`src/sv/sfd_pkg.sv`:
```
// ----------------------------------------------------------------------------
// Serial frame deframer package
// Shared constants and the result record passed from the parser to the
// output stage.
// ----------------------------------------------------------------------------
package sfd_pkg;

   localparam logic [7:0] SYNC_BYTE = 8'hFF;
   localparam logic [7:0] SUM_BASE  = 8'd255;

   localparam logic KIND_PAYLOAD = 1'b0;
   localparam logic KIND_VERDICT = 1'b1;

   typedef struct packed {
      logic        out_kind;
      logic [15:0] stream_id;
      logic [7:0]  payload_byte;
      logic [15:0] payload_index;
      logic [15:0] frame_length;
      logic        checksum_ok;
      logic        last;
   } result_type;

endpackage

```
`src/sv/serial_frame_deframer_top.sv`:
```
// ----------------------------------------------------------------------------
// Serial frame deframer top level
// Timing: a result is registered and appears on rsp_ in the cycle after its byte's transfer.
// Throughput: one byte per cycle, limited only by the one-entry result register.
// Reset: synchronous; parser returns to sync hunt, result register empties.
// ----------------------------------------------------------------------------
module serial_frame_deframer_top
   import sfd_pkg::*;
(
   input  logic        clock,
   input  logic        reset,
   input  logic        req_valid,
   output logic        req_ready,
   input  logic [7:0]  req_rx_byte,
   output logic        rsp_valid,
   input  logic        rsp_ready,
   output logic        rsp_out_kind,
   output logic [15:0] rsp_stream_id,
   output logic [7:0]  rsp_payload_byte,
   output logic [15:0] rsp_payload_index,
   output logic [15:0] rsp_frame_length,
   output logic        rsp_checksum_ok,
   output logic        rsp_last
);

   // A byte transfer happens whenever the result register has room, which
   // includes the cycle in which its current result is being taken. The
   // parser state advances on every byte transfer, and any result the byte
   // causes is loaded into the result register on the same edge. Bytes that
   // cause no result (sync, header, hunted-past bytes) still need room, so
   // the stall decision never depends on the byte itself.

   logic       byte_accept;
   logic       parse_valid;
   result_type parse_result;
   logic       reg_space;
   result_type held;

   assign byte_accept = req_valid && req_ready;
   assign req_ready   = reg_space;

   sfd_parser u_parser (
      .clock        (clock),
      .reset        (reset),
      .byte_accept  (byte_accept),
      .rx_byte      (req_rx_byte),
      .result_valid (parse_valid),
      .result       (parse_result)
   );

   // The result register decouples the two sides so that a waiting result
   // does not block the next byte once the downstream side takes it.
   sfd_out_reg u_out_reg (
      .clock      (clock),
      .reset      (reset),
      .load       (byte_accept && parse_valid),
      .load_data  (parse_result),
      .take       (rsp_ready),
      .space      (reg_space),
      .held_valid (rsp_valid),
      .held_data  (held)
   );

   assign rsp_out_kind      = held.out_kind;
   assign rsp_stream_id     = held.stream_id;
   assign rsp_payload_byte  = held.payload_byte;
   assign rsp_payload_index = held.payload_index;
   assign rsp_frame_length  = held.frame_length;
   assign rsp_checksum_ok   = held.checksum_ok;
   assign rsp_last          = held.last;

`ifndef SYNTH
   // The frame-end flag and the result kind always agree.
   a_last_matches_kind: assert property (@(posedge clock) disable iff (reset)
      rsp_valid |-> (rsp_last == rsp_out_kind))
      else $error("rsp_last and rsp_out_kind disagree");

   // A frame-end verdict carries zero payload byte and index.
   a_verdict_zero_payload: assert property (@(posedge clock) disable iff (reset)
      (rsp_valid && rsp_last) |-> (rsp_payload_byte == 8'd0 && rsp_payload_index == 16'd0))
      else $error("frame-end result carries payload data");

   // Payload results never claim a checksum pass.
   a_payload_no_ok: assert property (@(posedge clock) disable iff (reset)
      (rsp_valid && !rsp_last) |-> !rsp_checksum_ok)
      else $error("payload result has checksum_ok set");

   // With the result register empty the block must take a byte.
   a_ready_when_empty: assert property (@(posedge clock) disable iff (reset)
      !rsp_valid |-> req_ready)
      else $error("input stalled while result register empty");
`endif

endmodule

```
`src/sv/sfd_parser.sv`:
```
// ----------------------------------------------------------------------------
// Serial frame deframer parser
// Holds the frame state and works out one byte per cycle while bytes are accepted:
// the next state and the result, if any, that the byte causes.
// ----------------------------------------------------------------------------
module sfd_parser
   import sfd_pkg::*;
(
   input  logic        clock,
   input  logic        reset,
   input  logic        byte_accept,
   input  logic [7:0]  rx_byte,
   output logic        result_valid,
   output result_type  result
);

   typedef enum logic [2:0] {
      PH_SYNC1,
      PH_SYNC2,
      PH_ID_LO,
      PH_ID_HI,
      PH_LEN_LO,
      PH_LEN_HI,
      PH_PAYLOAD,
      PH_CHECK
   } phase_type;

   phase_type   phase_ff, phase_in;
   logic [15:0] topic_ff, topic_in;
   logic [15:0] len_ff, len_in;
   logic [15:0] count_ff, count_in;
   logic [7:0]  sum_ff, sum_in;
   logic [7:0]  sum_add;
   logic [15:0] count_inc;
   logic [15:0] len_full;

   assign sum_add   = sum_ff + rx_byte;
   assign count_inc = count_ff + 16'd1;
   assign len_full  = {rx_byte, len_ff[7:0]};

   always_comb begin
      phase_in     = phase_ff;
      topic_in     = topic_ff;
      len_in       = len_ff;
      count_in     = count_ff;
      sum_in       = sum_ff;
      result_valid = 1'b0;
      result       = '{out_kind: KIND_PAYLOAD, stream_id: topic_ff, payload_byte: rx_byte,
                       payload_index: count_ff, frame_length: len_ff,
                       checksum_ok: 1'b0, last: 1'b0};
      case (phase_ff)
         PH_SYNC1: begin
            phase_in = (rx_byte == SYNC_BYTE) ? PH_SYNC2 : PH_SYNC1;
         end
         PH_SYNC2: begin
            if (rx_byte == SYNC_BYTE) begin
               phase_in = PH_ID_LO;
               sum_in   = '0;
               count_in = '0;
            end else begin
               phase_in = PH_SYNC1;
            end
         end
         PH_ID_LO: begin
            topic_in = {8'd0, rx_byte};
            sum_in   = sum_add;
            phase_in = PH_ID_HI;
         end
         PH_ID_HI: begin
            topic_in = {rx_byte, topic_ff[7:0]};
            sum_in   = sum_add;
            phase_in = PH_LEN_LO;
         end
         PH_LEN_LO: begin
            len_in   = {8'd0, rx_byte};
            sum_in   = sum_add;
            phase_in = PH_LEN_HI;
         end
         PH_LEN_HI: begin
            len_in   = len_full;
            sum_in   = sum_add;
            count_in = '0;
            phase_in = (len_full == 16'd0) ? PH_CHECK : PH_PAYLOAD;
         end
         PH_PAYLOAD: begin
            sum_in       = sum_add;
            result_valid = 1'b1;
            count_in     = count_inc;
            if (count_inc == len_ff) begin
               phase_in = PH_CHECK;
            end
         end
         PH_CHECK: begin
            result_valid         = 1'b1;
            result.out_kind      = KIND_VERDICT;
            result.payload_byte  = '0;
            result.payload_index = '0;
            result.checksum_ok   = ((SUM_BASE - sum_ff) == rx_byte);
            result.last          = 1'b1;
            phase_in             = PH_SYNC1;
            sum_in               = '0;
            count_in             = '0;
         end
         default: begin
            phase_in = PH_SYNC1;
         end
      endcase
   end

   always_ff @(posedge clock) begin
      if (reset) begin
         phase_ff <= PH_SYNC1;
         topic_ff <= '0;
         len_ff   <= '0;
         count_ff <= '0;
         sum_ff   <= '0;
      end else if (byte_accept) begin
         phase_ff <= phase_in;
         topic_ff <= topic_in;
         len_ff   <= len_in;
         count_ff <= count_in;
         sum_ff   <= sum_in;
      end
   end

endmodule

```
`src/sv/sfd_out_reg.sv`:
```
// ----------------------------------------------------------------------------
// Serial frame deframer result register
// Holds one result until the downstream side takes it and frees the input
// side whenever that register is empty or being emptied.
// ----------------------------------------------------------------------------
module sfd_out_reg
   import sfd_pkg::*;
(
   input  logic        clock,
   input  logic        reset,
   input  logic        load,
   input  result_type  load_data,
   input  logic        take,
   output logic        space,
   output logic        held_valid,
   output result_type  held_data
);

   logic       valid_ff, valid_in;
   result_type data_ff;

   assign space      = !valid_ff || take;
   assign valid_in   = load || (valid_ff && !take);
   assign held_valid = valid_ff;
   assign held_data  = data_ff;

   always_ff @(posedge clock) begin
      if (reset) begin
         valid_ff <= 1'b0;
      end else begin
         valid_ff <= valid_in;
      end
   end

   always_ff @(posedge clock) begin
      if (load) begin
         data_ff <= load_data;
      end
   end

endmodule
```
`config.mk`:
```
export PLATFORM = sky130hd
export DESIGN_NAME = serial_frame_deframer_top
export DESIGN_NICKNAME = d
export VERILOG_FILES = /design/src/sv/sfd_pkg.sv /design/src/sv/serial_frame_deframer_top.sv /design/src/sv/sfd_parser.sv /design/src/sv/sfd_out_reg.sv
export SDC_FILE = /design/constraint.sdc
export NUM_CORES = 1
export LEC_CHECK = 0
export ABC_AREA = 1
export BUFFER_PORTS_ARGS = -buffer_cell sky130_fd_sc_hd__clkbuf_2
export CELL_PAD_IN_SITES_DETAIL_PLACEMENT = 1
export CELL_PAD_IN_SITES_GLOBAL_PLACEMENT = 2
export CORE_MARGIN = 2
export CORE_UTILIZATION = 31
export DETAILED_ROUTE_END_ITERATION = 7
export PLACE_DENSITY_LB_ADDON = 0.25
export SKIP_LAST_GASP = 1
export SYNTH_ARGS = -nofsm -noshare
export SYNTH_HDL_FRONTEND = slang
export SYNTH_SLANG_ARGS = --single-unit
```
`constraint.sdc`:
```
create_clock -name clock -period 3.41 [get_ports clock]
set_input_delay 0.1705 -clock clock [delete_from_list [all_inputs] [get_ports clock]]
set_output_delay 0.1705 -clock clock [all_outputs]
set_load 0.01 [all_outputs]
```
Yosys cells after proc, flatten, opt, wreduce, memory -nomap -nowiden --
Index checks and enable logic that the tools add are counted.
Word-level totals: output and inout bits 61, memories 0, input bits 12, bits in latches 0, memory bits (read-only) 0, flip-flop bits (word level) 119, RAM bits 0
Operators by class: $lt $le $gt $ge 0, div/mod/pow operators 0, multiply operators 0, add/subtract/negate cells 3, shift operators 0, bitwise logic cells 2, muxes and demuxes 14, eq/ne operators 12, reduce and logical (&&, ||, !) cells 23
Operator list (count):
- $pmux 16 s2 | 2
- $pmux 16 s3 | 1
- $pmux 3 s8 | 1
- $pmux 8 s3 | 1
- $add 16x1->16 const B | 1
- $eq 16x16->1 | 1
- $logic_not 16->1 | 1
- $mux 16 | 1
- $eq 3x3->1 const B | 4
- $reduce_and 3->1 | 4
- $add 8x8->8 | 1
- $eq 8x8->1 | 1
- $eq 8x8->1 const B | 1
- $mux 8 | 1
- $sub 8x8->8 const A | 1
- $eq 3x2->1 const B | 2
- $reduce_and 2->1 | 3
- $reduce_bool 3->1 | 2
- $mux 1 | 5
- $reduce_or 5->1 | 1
- $ne 2x1->1 const B | 2
- $reduce_bool 2->1 | 2
- $reduce_or 2->1 | 2
- $eq 3x1->1 const B | 1
- 7 further kinds | 12

Logic depth before layout (Yosys ltp) --
Gate-level depths: netlist of run 1.
word-level depth 5, mapped depth 15

Modules after synthesis --
Synthesis of run 1 repeated with hierarchy kept, for this count alone.
Second synthesis, totals: cells, all modules 642, area, all modules 5522.8 um^2
Modules (own cells, without submodules):
- sfd_parser | times used 1, area each 3691.0 um^2, cells each 574
- sfd_out_reg | times used 1, area each 1814.2 um^2, cells each 64
- serial_frame_deframer_top | times used 1, area each 17.5 um^2, cells each 4

Least setup slack after synthesis of run 1 --
Ideal clock, no wire load.
path type reg2reg, start point reg u_out_reg.valid_ff, in the netlist u_out_reg.held_valid, end point reg u_out_reg.data_ff, in the netlist u_out_reg.held_data[10] (enable), stages on the path, launching flop included 6, arrival 3.142 ns, required time 2.936 ns, slack -0.205 ns, cell sequence dfxtp_1 > nand2_2 > nand2_2 > inv_2 > nand2_2 > nor2_1
Between the ends: cells in the longest elaborated chain, start to end 4
Ends and longest elaborated chain:
- from (decl) | line sfd_out_reg.sv:19 | logic valid_ff, valid_in;
- from (signal assigned) | line sfd_out_reg.sv:31 | valid_ff <= valid_in;
- $logic_not 1->1 | line sfd_out_reg.sv:22 | assign space = !valid_ff || take;
- $logic_or 1x1->1 | line sfd_out_reg.sv:22
- via req_ready | line serial_frame_deframer_top.sv:13 | output logic req_ready,
- $logic_and 1x1->1 | line serial_frame_deframer_top.sv:39 | assign byte_accept = req_valid && req_ready;
- $logic_and 1x1->1 | line serial_frame_deframer_top.sv:56 | .load (byte_accept && parse_valid),
- via u_out_reg.load | line sfd_out_reg.sv:11 | input logic load,
- to (signal assigned) | line sfd_out_reg.sv:37 | data_ff <= load_data;
- to (decl) | line sfd_out_reg.sv:20 | result_type data_ff;
The timed path passes the listed nets, and every way through them passes these cells. A chain may end at the register's enable or synchronous reset.

Worst setup path in the final report of run 1 --
start point reg u_parser.count_ff[0], end point reg u_parser.phase_ff[1]
Between the ends: cells in the longest elaborated chain, start to end 4
Ends and longest elaborated chain:
- from (decl) | line sfd_parser.sv:31 | logic [15:0] count_ff, count_in;
- from (signal assigned) | line sfd_parser.sv:121 | count_ff <= count_in;
- $add 16x1->16 | line sfd_parser.sv:38 | assign count_inc = count_ff + 16'd1;
- $eq 16x16->1 | line sfd_parser.sv:89 | if (count_inc == len_ff) begin
- $ne 2x1->1 (no line)
- $reduce_and 2->1 (no line)
- to (signal assigned) | line sfd_parser.sv:118 | phase_ff <= phase_in;
- to (decl) | line sfd_parser.sv:28 | phase_type phase_ff, phase_in;
No other way between the ends.

==> results of run 1 <==
[critical path, stage by stage, from the launching register on]
cell	delay (ns)
dfxtp_1	0.48
ha_1	0.28
nand3_2	0.13
nor2_1	0.27
nand2_1	0.15
nand2_1	0.11
nand2_1	0.05
nand2_1	0.06
nand3_1	0.07
nor2_1	0.12
nand3_1	0.13
nand2_2	0.10
nand3_1	0.08
nand2_1	0.08
nor2_1	0.05
[per-layer routing]
layer / up-vias / global-route usage
met3: 6 / 0.04422
met5: - / 0
met1: 2147 / 0.2352
met2: 98 / 0.2781
li1: 2155 / -
met4: 0 / 0.04854
[Yosys cell counts, drive strengths merged]
master    n  area (sq um)
nor2     43         201.4
clkbuf    9         33.78
nor3      2         10.01
o211ai    2         15.01
edfxtp   58          1742
nand2   153         591.8
fa        1         20.02
xor2      6         52.55
nand3b    3         22.52
a21oi    53         265.3
o21bai    1         11.26
nand3    49         250.2
buf      10         55.05
and3      1         6.260
ha        8         100.1
xnor2     3         26.28
a21boi    1         7.510
a211oi   18         135.1
nand4    11         68.82
dfxtp    60          1201
a31oi     2         12.51
nor4      4         25.02
xor3      1         23.77
inv      78         292.8
o21ai    21         105.1
[report_power, final]
| group | internal (mW) | switching [mW] | total [mW] |
|---|---|---|---|
| sequential | 1.50 | 0.0128 | 1.51 |
| combinational | 0.0380 | 0.0897 | 0.128 |
| clock | 0.944 | 0.720 | 1.66 |
[cells in the final DEF (no fill, tap or decap), drive strengths merged]
| cell type | instances |
|---|---|
| nor3 | 2 |
| a21oi | 53 |
| a21boi | 1 |
| and3 | 1 |
| nor2 | 43 |
| o21bai | 1 |
| a31oi | 2 |
| o21ai | 21 |
| xnor2 | 3 |
| nand4 | 11 |
| o211ai | 2 |
| xor2 | 6 |
| a211oi | 18 |
| buf | 3 |
| fa | 1 |
| inv | 85 |
| clkinv | 4 |
| nand2 | 153 |
| nor4 | 4 |
| edfxtp | 58 |
| xor3 | 1 |
| nand3b | 3 |
| clkbuf | 89 |
| ha | 8 |
| nand3 | 49 |
| dfxtp | 60 |
| clkinvlp | 4 |
[flip-flops by register name (all words and copies together), names as in the netlist]
signal	cells
u_out_reg.held_valid	1
u_parser.count_ff	16
u_parser.phase_ff	3
u_out_reg.held_data	58
u_parser.len_ff	16
u_parser.sum_ff	8
u_parser.topic_ff	16
[path summary, 6_finish.rpt]
check	slack, ns	from	to	depth (start not counted)
max	1.13	u_parser.count_ff[0]	u_parser.phase_ff[1]	14
max reg2reg	1.13	u_parser.count_ff[0]	u_parser.phase_ff[1]	14
min reg2reg	0.43	u_parser.topic_ff[4]	u_out_reg.held_data[46]	0
min	0.13	req_rx_byte[2]	u_parser.len_ff[2]	3
[area by class of cell]
| class | count | area [sq um] |
|---|---|---|
| multi-input cells | 383 | 1958 |
| well taps | 220 | 275.3 |
| flip-flops and latches | 118 | 2943 |
| clock buffers | 17 | 425.4 |
| inverters | 78 | 292.8 |
| fillers | 1989 | 10180 |
| clock inverters | 15 | 121.4 |
| repair buffers | 75 | 382.9 |
[through the flow]
| stage | std cells | instance area (sq um) |
|---|---|---|
| after global routing | 906 | 6399 |
| after CTS | 906 | 6399 |
| after detailed placement | 874 | 5852 |
| after global placement | 874 | 5852 |
| after floorplan | 598 | 5278 |
| final | 906 | 6399 |
[cells by family (layout without fill, tap and decap cells)]
group | after synthesis | after routing
AND/OR/NAND/NOR | 266 | 266
flip-flops | 118 | 118
AO/OA/AOI/OAI | 98 | 98
buffers and inverters | 97 | 185
XOR/XNOR | 10 | 10
adder cells (fa/ha/maj) | 9 | 9
==> flow_metrics.py, run 1 <==
metrics = {
    "status": {
        "status": "finished, final reports clean",
    },
    "timing": {
        "max_slew.worst_pin.slew_ns": 0.8937,
        "layout_setup_ws_ns": 1.133,
        "setup_tns_ns": 0,
        "hold_viol": 0,
        "max_freq_ghz": 0.4392,
        "rsz0062_at_grt": "no",
        "setup-violations-final": 0,
        "fin_crit_ns": 2.277,
        "timing.final.crit_share": 0.6677,
        "skew_ns": 0.01327,
        "maxSlewViolCount": 0,
        "whs_ns": 0.1281,
        "slew_headroom": 0.4020,
    },
    "finish": {
        "final_util": 0.3858,
        "drive_gt1_frac": 0.1880,
        "syn_to_final_growth_pct": 21.30,
        "diodes": 0,
        "layout.nets": 694,
    },
    "synthesis": {
        "synthSimpleGateAreaFrac": 0.2230,
        "synth_compound_area_frac": 0.1046,
        "synth_xor_xnor_area_share": 0.01945,
        "syn-num-nets": 619,
        "synth-seq-area-share": 0.5579,
        "netlist_instances": 598,
        "netlist_area_sq_mm": 0.005275,
        "syn_area_per_cell_sq_um": 8.821,
        "yosys.area_share.adder": 0.02277,
        "ys_warn_count": 0,
        "muxShareOfSynthArea": 0,
        "ys_ff_latch": 118,
        "synth_top_family_by_area": "simple AND/OR/NAND/NOR gates",
        "yosysUniqueCellTypes": 32,
    },
    "clocking": {
        "cts_buffer_depth": 2,
        "cts_tree": "done",
        "worstSkewPairLatency_ns": 0.42,
        "cts_hold_buf": 0,
        "cts-root-buf": "clkbuf_16",
        "post_cts_resize_count": 0,
        "cts.sinks": 118,
        "clk_pin_slew_worst_paths_ns": 0.06,
        "cts_buffers": 17,
        "postCtsSetupBuffers": 0,
        "htreeDepth": 4,
    },
    "die": {
        "die_h_microns": 134.4,
        "initial_utilization": 0.3181,
        "io_pins": 73,
        "fp-row-count": 47,
        "coreArea_sq_mm": 0.01658,
        "dieArea_sq_mm": 0.01808,
        "die_w_microns": 134.4,
    },
    "drt": {
        "drcViolationCount": 0,
        "drt_wl_total_mm": 15.09,
        "drt-initial-drc-count": 236,
        "vias": 4406,
        "firstDrtPassIters": 4,
        "met1_length_mm": 7.390,
        "wl_met2_mm": 6.968,
        "ant_nets": 0,
        "avgViaCountPerCell": 4.863,
        "wire_per_inst_microns": 16.66,
        "wl_met3_microns": 661,
        "top_layer_used": "met4",
    },
    "power_and_ir_drop": {
        "max-vdd-ir-drop_uv": 336.8,
        "finalPower_mw": 3.299,
        "powerDensity_mw_per_mm2": 515.6,
        "p_leak_nw": 2.575,
    },
    "critical_path": {
        "crit_type": "register to register",
        "worstPathMaxFanout": 7,
        "arrival_ns": 2.59,
        "start_kind": "register",
        "critical_path_required_ns": 3.73,
        "end_kind": "register",
    },
    "placed_design": {
        "pre_cts_slack_ns": 1.193,
        "place_hpwl_mm": 10.50,
        "io_buffers": 72,
        "gp_congestion": 0.8306,
    },
    "flow_run": {
        "maxCapViolations": 0,
    },
    "worst_hold_path": {
        "min-delay-path-class": "primary input to register",
    },
    "grt": {
        "grt_pass1_wl_mm": 24.03,
        "grt_overflow_total": 0,
        "grt.total_usage": 0.1743,
        "grt_pass1_vias": 4492,
        "grt_max_degree": 48,
        "antenna_found_initial": 0,
    },
}
No activity file was read; power rests on OpenSTA's default activity.
==> run 2: changes to the inputs <==
Settings changed: CORE_UTILIZATION 31 to 35.
Clock period 3.41 ns to 2.2 ns, I/O delays scaled along.
==> flow_metrics.py, run 2 (same netlist as run 1, synthesis figures left out) <==
metrics = {
    "status": {
        "status": "finished, final reports clean",
    },
    "die": {
        "die_w_microns": 126.8,
        "initial_utilization": 0.3602,
        "io_pins": 73,
        "coreArea_sq_mm": 0.01464,
        "fp-row-count": 44,
        "dieArea_sq_mm": 0.01607,
        "die_h_microns": 126.8,
    },
    "finish": {
        "fillCellCount": 1726,
        "layout.area.seq_sq_mm": 0.002948,
        "layout.nets": 707,
        "drive_gt1_frac": 0.2103,
        "diodes": 0,
        "largest_register_ffs": 58,
        "final_util": 0.4455,
        "fin_cells": 883,
        "syn_to_final_growth_pct": 23.67,
        "multi_input_area_sq_mm": 0.001978,
        "layout_commonest_cell": "nand2_1",
        "final_cell_mix": "146 x nand2_1, 74 x inv_1, 72 x clkbuf_2",
    },
    "grt": {
        "grt_overflow_total": 0,
        "grt_pass1_wl_mm": 24.24,
        "grt_pass1_vias": 4658,
        "grt_max_degree": 41,
        "antenna_found_initial": 0,
        "grt.total_usage": 0.1960,
    },
    "timing": {
        "fin_crit_ns": 1.970,
        "rsz0062_at_grt": "yes",
        "maxSlewViolCount": 0,
        "max_freq_ghz": 0.5075,
        "hold_viol": 0,
        "timing.final.crit_share": 0.8956,
        "max_slew.worst_pin.slew_ns": 0.6553,
        "slew_headroom": 0.5602,
        "layout_setup_ws_ns": 0.2296,
        "setup-violations-final": 0,
        "whs_ns": 0.05841,
        "skew_ns": 0.009077,
    },
    "power_and_ir_drop": {
        "p_clk_frac": 0.523,
        "combPwrFrac": 0.039,
        "seqPwrFrac": 0.437,
        "internal-power_mw": 4.078,
        "max-vdd-ir-drop_uv": 427.0,
        "p_leak_nw": 2.662,
        "netSwitchingFraction": 0.2373,
        "switchingPower_mw": 1.269,
        "powerDensity_mw_per_mm2": 819.5,
    },
    "critical_path": {
        "critical_path_required_ns": 2.51,
        "end_kind": "register",
        "start_kind": "register",
        "arrival_ns": 2.28,
        "crit_type": "register to register",
        "worstPathMaxFanout": 7,
    },
    "drt": {
        "drt_wl_total_mm": 14.73,
        "drt-initial-drc-count": 198,
        "avgViaCountPerCell": 5.025,
        "firstDrtPassIters": 5,
        "ant_nets": 0,
        "wire_per_inst_microns": 16.68,
        "drcViolationCount": 0,
        "vias": 4437,
    },
    "clocking": {
        "worstSkewPairLatency_ns": 0.43,
        "cts_buffer_depth": 2,
        "cts.sinks": 118,
        "cts-root-buf": "clkbuf_16",
        "cts_tree": "done",
        "cts_buffers": 17,
        "cts_hold_buf": 0,
        "clk_pin_slew_worst_paths_ns": 0.06,
        "htreeDepth": 4,
    },
    "flow_run": {
        "maxCapViolations": 0,
    },
    "placed_design": {
        "io_buffers": 72,
        "place_hpwl_mm": 10.29,
        "dp.cells": 851,
        "gp_congestion": 0.8375,
        "pre_cts_slack_ns": 0.06096,
    },
    "worst_hold_path": {
        "min-delay-path-class": "primary input to register",
    },
}
## run 2: cell count changes in the layout (fill, tap and decap cells not counted), sizes merged
cell	previous run	this run
clkinvlp	4	2
bufinv	0	2
buf	3	16
clkinv	4	5
inv	85	84
## run 2: stage by stage
stage / instance area [sq um] / TNS, ns / power (mW)
floorplan: 5283 / 0 / 2.506
global placement: 5904 / 0 / 2.588
detailed placement: 5904 / 0 / 2.596
CTS: 6499 / 0 / 5.404
global route: 6524 / -0.004864 / 5.510
finish: 6524 / 0 / 5.346
## run 2: layout make-up
| class | count | share of cell area |
|---|---|---|
| Inverter | 78 | 0.04488 |
| Sequential cell | 118 | 0.4519 |
| Multi-Input combinational cell | 383 | 0.3032 |
| Timing Repair Buffer | 88 | 0.07365 |
| Tap cell | 184 | 0.03529 |
| Clock buffer | 17 | 0.06521 |
| Clock inverter | 15 | 0.02589 |
## run 2: timing repair
action                                  4_1_cts  5_1_grt
endpoints found under the setup margin        0        4
buffers inserted                              0        0
resized for setup                             0        8
## run 2: path summary, 6_finish.rpt
kind	from	end	slack, ns	cells past startpoint
setup reg to reg	u_parser.count_ff[10]	u_parser.phase_ff[1]	0.23	13
hold / removal	req_rx_byte[0]	u_parser.topic_ff[0]	0.06	3
hold reg to reg	u_parser.topic_ff[7]	u_out_reg.held_data[49]	0.43	0
setup / recovery	u_parser.count_ff[10]	u_parser.phase_ff[1]	0.23	13
## run 2: critical path, cell delays in order (launching register included)
cell and delay (ns):
dfxtp_1 0.49, nand2_1 0.11, nor2_2 0.26, nand2_1 0.15, nor2_1 0.12, nand2_1 0.09, nand3b_1 0.10, nand3_1 0.08
nor2_1 0.10, nand3_1 0.10, nand2_2 0.10, nand3_1 0.07, nand2_1 0.07, nor2_1 0.04
## run 2: layer usage
metal	global-route usage	vias to the layer above	share of wire	wire, microns
met2	0.3196	78	0.46	6847
met3	0.04429	22	0.035	521
met4	0.07111	0	0.018	271
met5	0	-	0	0
li1	-	2181	-	-
met1	0.2573	2156	0.48	7086
## run 2: power by group through the flow
| stage | Clock, mW | Combinational, mW | Sequential (mW) |
|---|---|---|---|
| floorplan | 0 | 0.130 | 2.38 |
| global placement | 0 | 0.204 | 2.38 |
| detailed placement | 0 | 0.210 | 2.39 |
| CTS | 2.85 | 0.213 | 2.34 |
| global route | 2.93 | 0.238 | 2.34 |
| finish | 2.80 | 0.210 | 2.34 |
==> run 3: changes to the inputs <==
Settings changed: GPL_TIMING_DRIVEN set to 0.
==> flow_metrics.py, run 3 (same netlist as run 1, synthesis figures left out) <==
metrics = {
    "die": {
        "dieArea_sq_mm": 0.01607,
        "die_h_microns": 126.8,
        "coreArea_sq_mm": 0.01464,
        "io_pins": 73,
        "initial_utilization": 0.3602,
        "fp-row-count": 44,
        "die_w_microns": 126.8,
    },
    "clocking": {
        "cts_hold_buf": 0,
        "cts.sinks": 118,
        "cts-root-buf": "clkbuf_16",
        "worstSkewPairLatency_ns": 0.43,
        "cts_buffers": 17,
        "cts_buffer_depth": 2,
        "cts_tree": "done",
        "htreeDepth": 4,
        "clk_pin_slew_worst_paths_ns": 0.06,
    },
    "critical_path": {
        "rrSetupSlack_ns": 0.19,
        "critical_path_required_ns": 2.52,
        "arrival_ns": 2.33,
        "start_kind": "register",
        "worstPathMaxFanout": 6,
        "worstReg2RegEnd": "u_parser.phase_ff[1]",
        "r2r-start": "u_parser.count_ff[0]",
        "r2r_cells": 14,
        "crit_type": "register to register",
        "end_kind": "register",
    },
    "drt": {
        "wire_per_inst_microns": 16.76,
        "firstDrtPassIters": 4,
        "drt_wl_total_mm": 14.90,
        "ant_nets": 0,
        "vias": 4496,
        "drt-initial-drc-count": 212,
        "avgViaCountPerCell": 5.057,
        "drcViolationCount": 0,
    },
    "grt": {
        "grt_overflow_total": 0,
        "use_met2": 0.3173,
        "grt_max_degree": 38,
        "use_met3": 0.04218,
        "grt_pass1_vias": 4544,
        "grt_pass1_wl_mm": 23.96,
        "grt_use_met1": 0.2504,
        "grt.busiest_layer": "met2",
        "grt.total_usage": 0.1942,
        "antenna_found_initial": 0,
    },
    "power_and_ir_drop": {
        "max-vdd-ir-drop_uv": 505.6,
        "finalPower_mw": 5.385,
        "p_leak_nw": 2.661,
        "powerDensity_mw_per_mm2": 817.9,
    },
    "finish": {
        "drive_gt1_frac": 0.2170,
        "layout_commonest_cell": "nand2_1",
        "layout.nets": 713,
        "largest_register_ffs": 58,
        "syn_to_final_growth_pct": 24.81,
        "final_util": 0.4496,
        "diodes": 0,
        "fin_cells": 889,
        "final_cell_mix": "144 x nand2_1, 74 x inv_1, 70 x clkbuf_2",
    },
    "status": {
        "status": "finished, final reports clean",
    },
    "worst_hold_path": {
        "whs_path_depth": 3,
        "min_from": "req_rx_byte[2]",
        "min-delay-path-class": "primary input to register",
        "min_to": "u_parser.len_ff[2]",
    },
    "timing": {
        "maxSlewViolCount": 0,
        "slew_headroom": 0.4975,
        "max_freq_ghz": 0.4980,
        "skew_ns": 0.008860,
        "hold_viol": 0,
        "setup-violations-final": 0,
        "fin_crit_ns": 2.008,
        "max_slew.worst_pin.slew_ns": 0.7519,
        "rsz0062_at_grt": "no",
        "timing.final.crit_share": 0.9127,
    },
    "placed_design": {
        "io_buffers": 70,
        "place_hpwl_mm": 10.63,
        "gp_congestion": 0.8705,
        "dp.cells": 853,
    },
    "flow_run": {
        "maxCapViolations": 0,
    },
}
==> run 3: changes by cell type in the layout (fill, tap and decap cells not counted), moves of 2 or more <==
cell | previous run | this run
dfxtp_1 | 58 | 54
buf_2 | 0 | 8
nand2_1 | 146 | 144
clkbuf_2 | 72 | 70
inv_6 | 5 | 3
nand2_2 | 7 | 9
clkbuf_1 | 0 | 10
buf_4 | 16 | 6
dfxtp_2 | 1 | 5
nor2_1 | 31 | 29
nor2_4 | 5 | 8
clkinvlp_4 | 2 | 4
==> run 3: final cells by class <==
cell class	instances	area (sq um)
buffer	19	88.84
clock buffer	20	467.9
clock inverter	12	142.6
fill	1726	8060
inverter	78	292.8
multi-input combinational	383	2008
sequential	118	2953
tap	184	230.2
timing repair buffer	75	400.4
==> run 3: how the worst max path moves through the flow <==
stage | from | cells after the start | end
after global routing | u_parser.count_ff[0] | 14 | u_parser.phase_ff[0]
after detailed placement | u_parser.count_ff[0] | 14 | u_parser.phase_ff[1]
after CTS | u_parser.count_ff[0] | 14 | u_parser.phase_ff[1]
after floorplan | u_out_reg.held_valid | 5 | u_out_reg.held_data[10]
after global placement | u_out_reg.held_valid | 5 | u_out_reg.held_data[22]
final | u_parser.count_ff[0] | 14 | u_parser.phase_ff[1]
==> run 3: what timing repair did <==
action,4_1_cts,5_1_grt
gates resized for setup,2,19
pin swaps,0,4
setup buffers,0,4
setup endpoints to repair,2,3
==> run 3: worst max-delay path: stages (launching register included) <==
cell and delay, ns:
dfxtp_4 0.39, ha_4 0.16, nand2_1 0.09, nor2_4 0.21, nand4_1 0.21, nand2_1 0.12
nand2_1 0.05, nand2_1 0.05, nand2_1 0.08, nor2_1 0.10, nand3_1 0.11, nand2_2 0.13
nand3_1 0.08, nand2_1 0.06, nor2_1 0.04
==> run 3: report_power, final <==
| group | switching [mW] | internal, mW | leakage, nW |
|---|---|---|---|
| logic | 0.147 | 0.0615 | 1.39 |
| clock network | 1.06 | 1.78 | 0.285 |
| registers | 0.0169 | 2.32 | 0.991 |
==> run 3: per-stage QoR <==
step / instance area [sq um] / TNS, ns / hold WS [ns] / setup WS, ns
2_1_floorplan: 5283 / 0 / 0.2582 / 0.2032
3_3_place_gp: 5863 / -9.998 / 0.4208 / -0.1740
3_5_place_dp: 5883 / -0.2443 / 0.4181 / -0.1243
4_1_cts: 6497 / 0 / 0.06370 / 0.08982
5_1_grt: 6584 / 0 / 0.08072 / 0.007278
6_report: 6584 / 0 / 0.07781 / 0.1920
==> run 3: metal layers <==
metal / wire, microns / part of all wire / vias up
li1: - / - / 2193
met5: 0 / 0 / -
met3: 708 / 0.048 / 25
met2: 6963 / 0.47 / 91
met1: 6883 / 0.46 / 2187
met4: 342 / 0.023 / 0
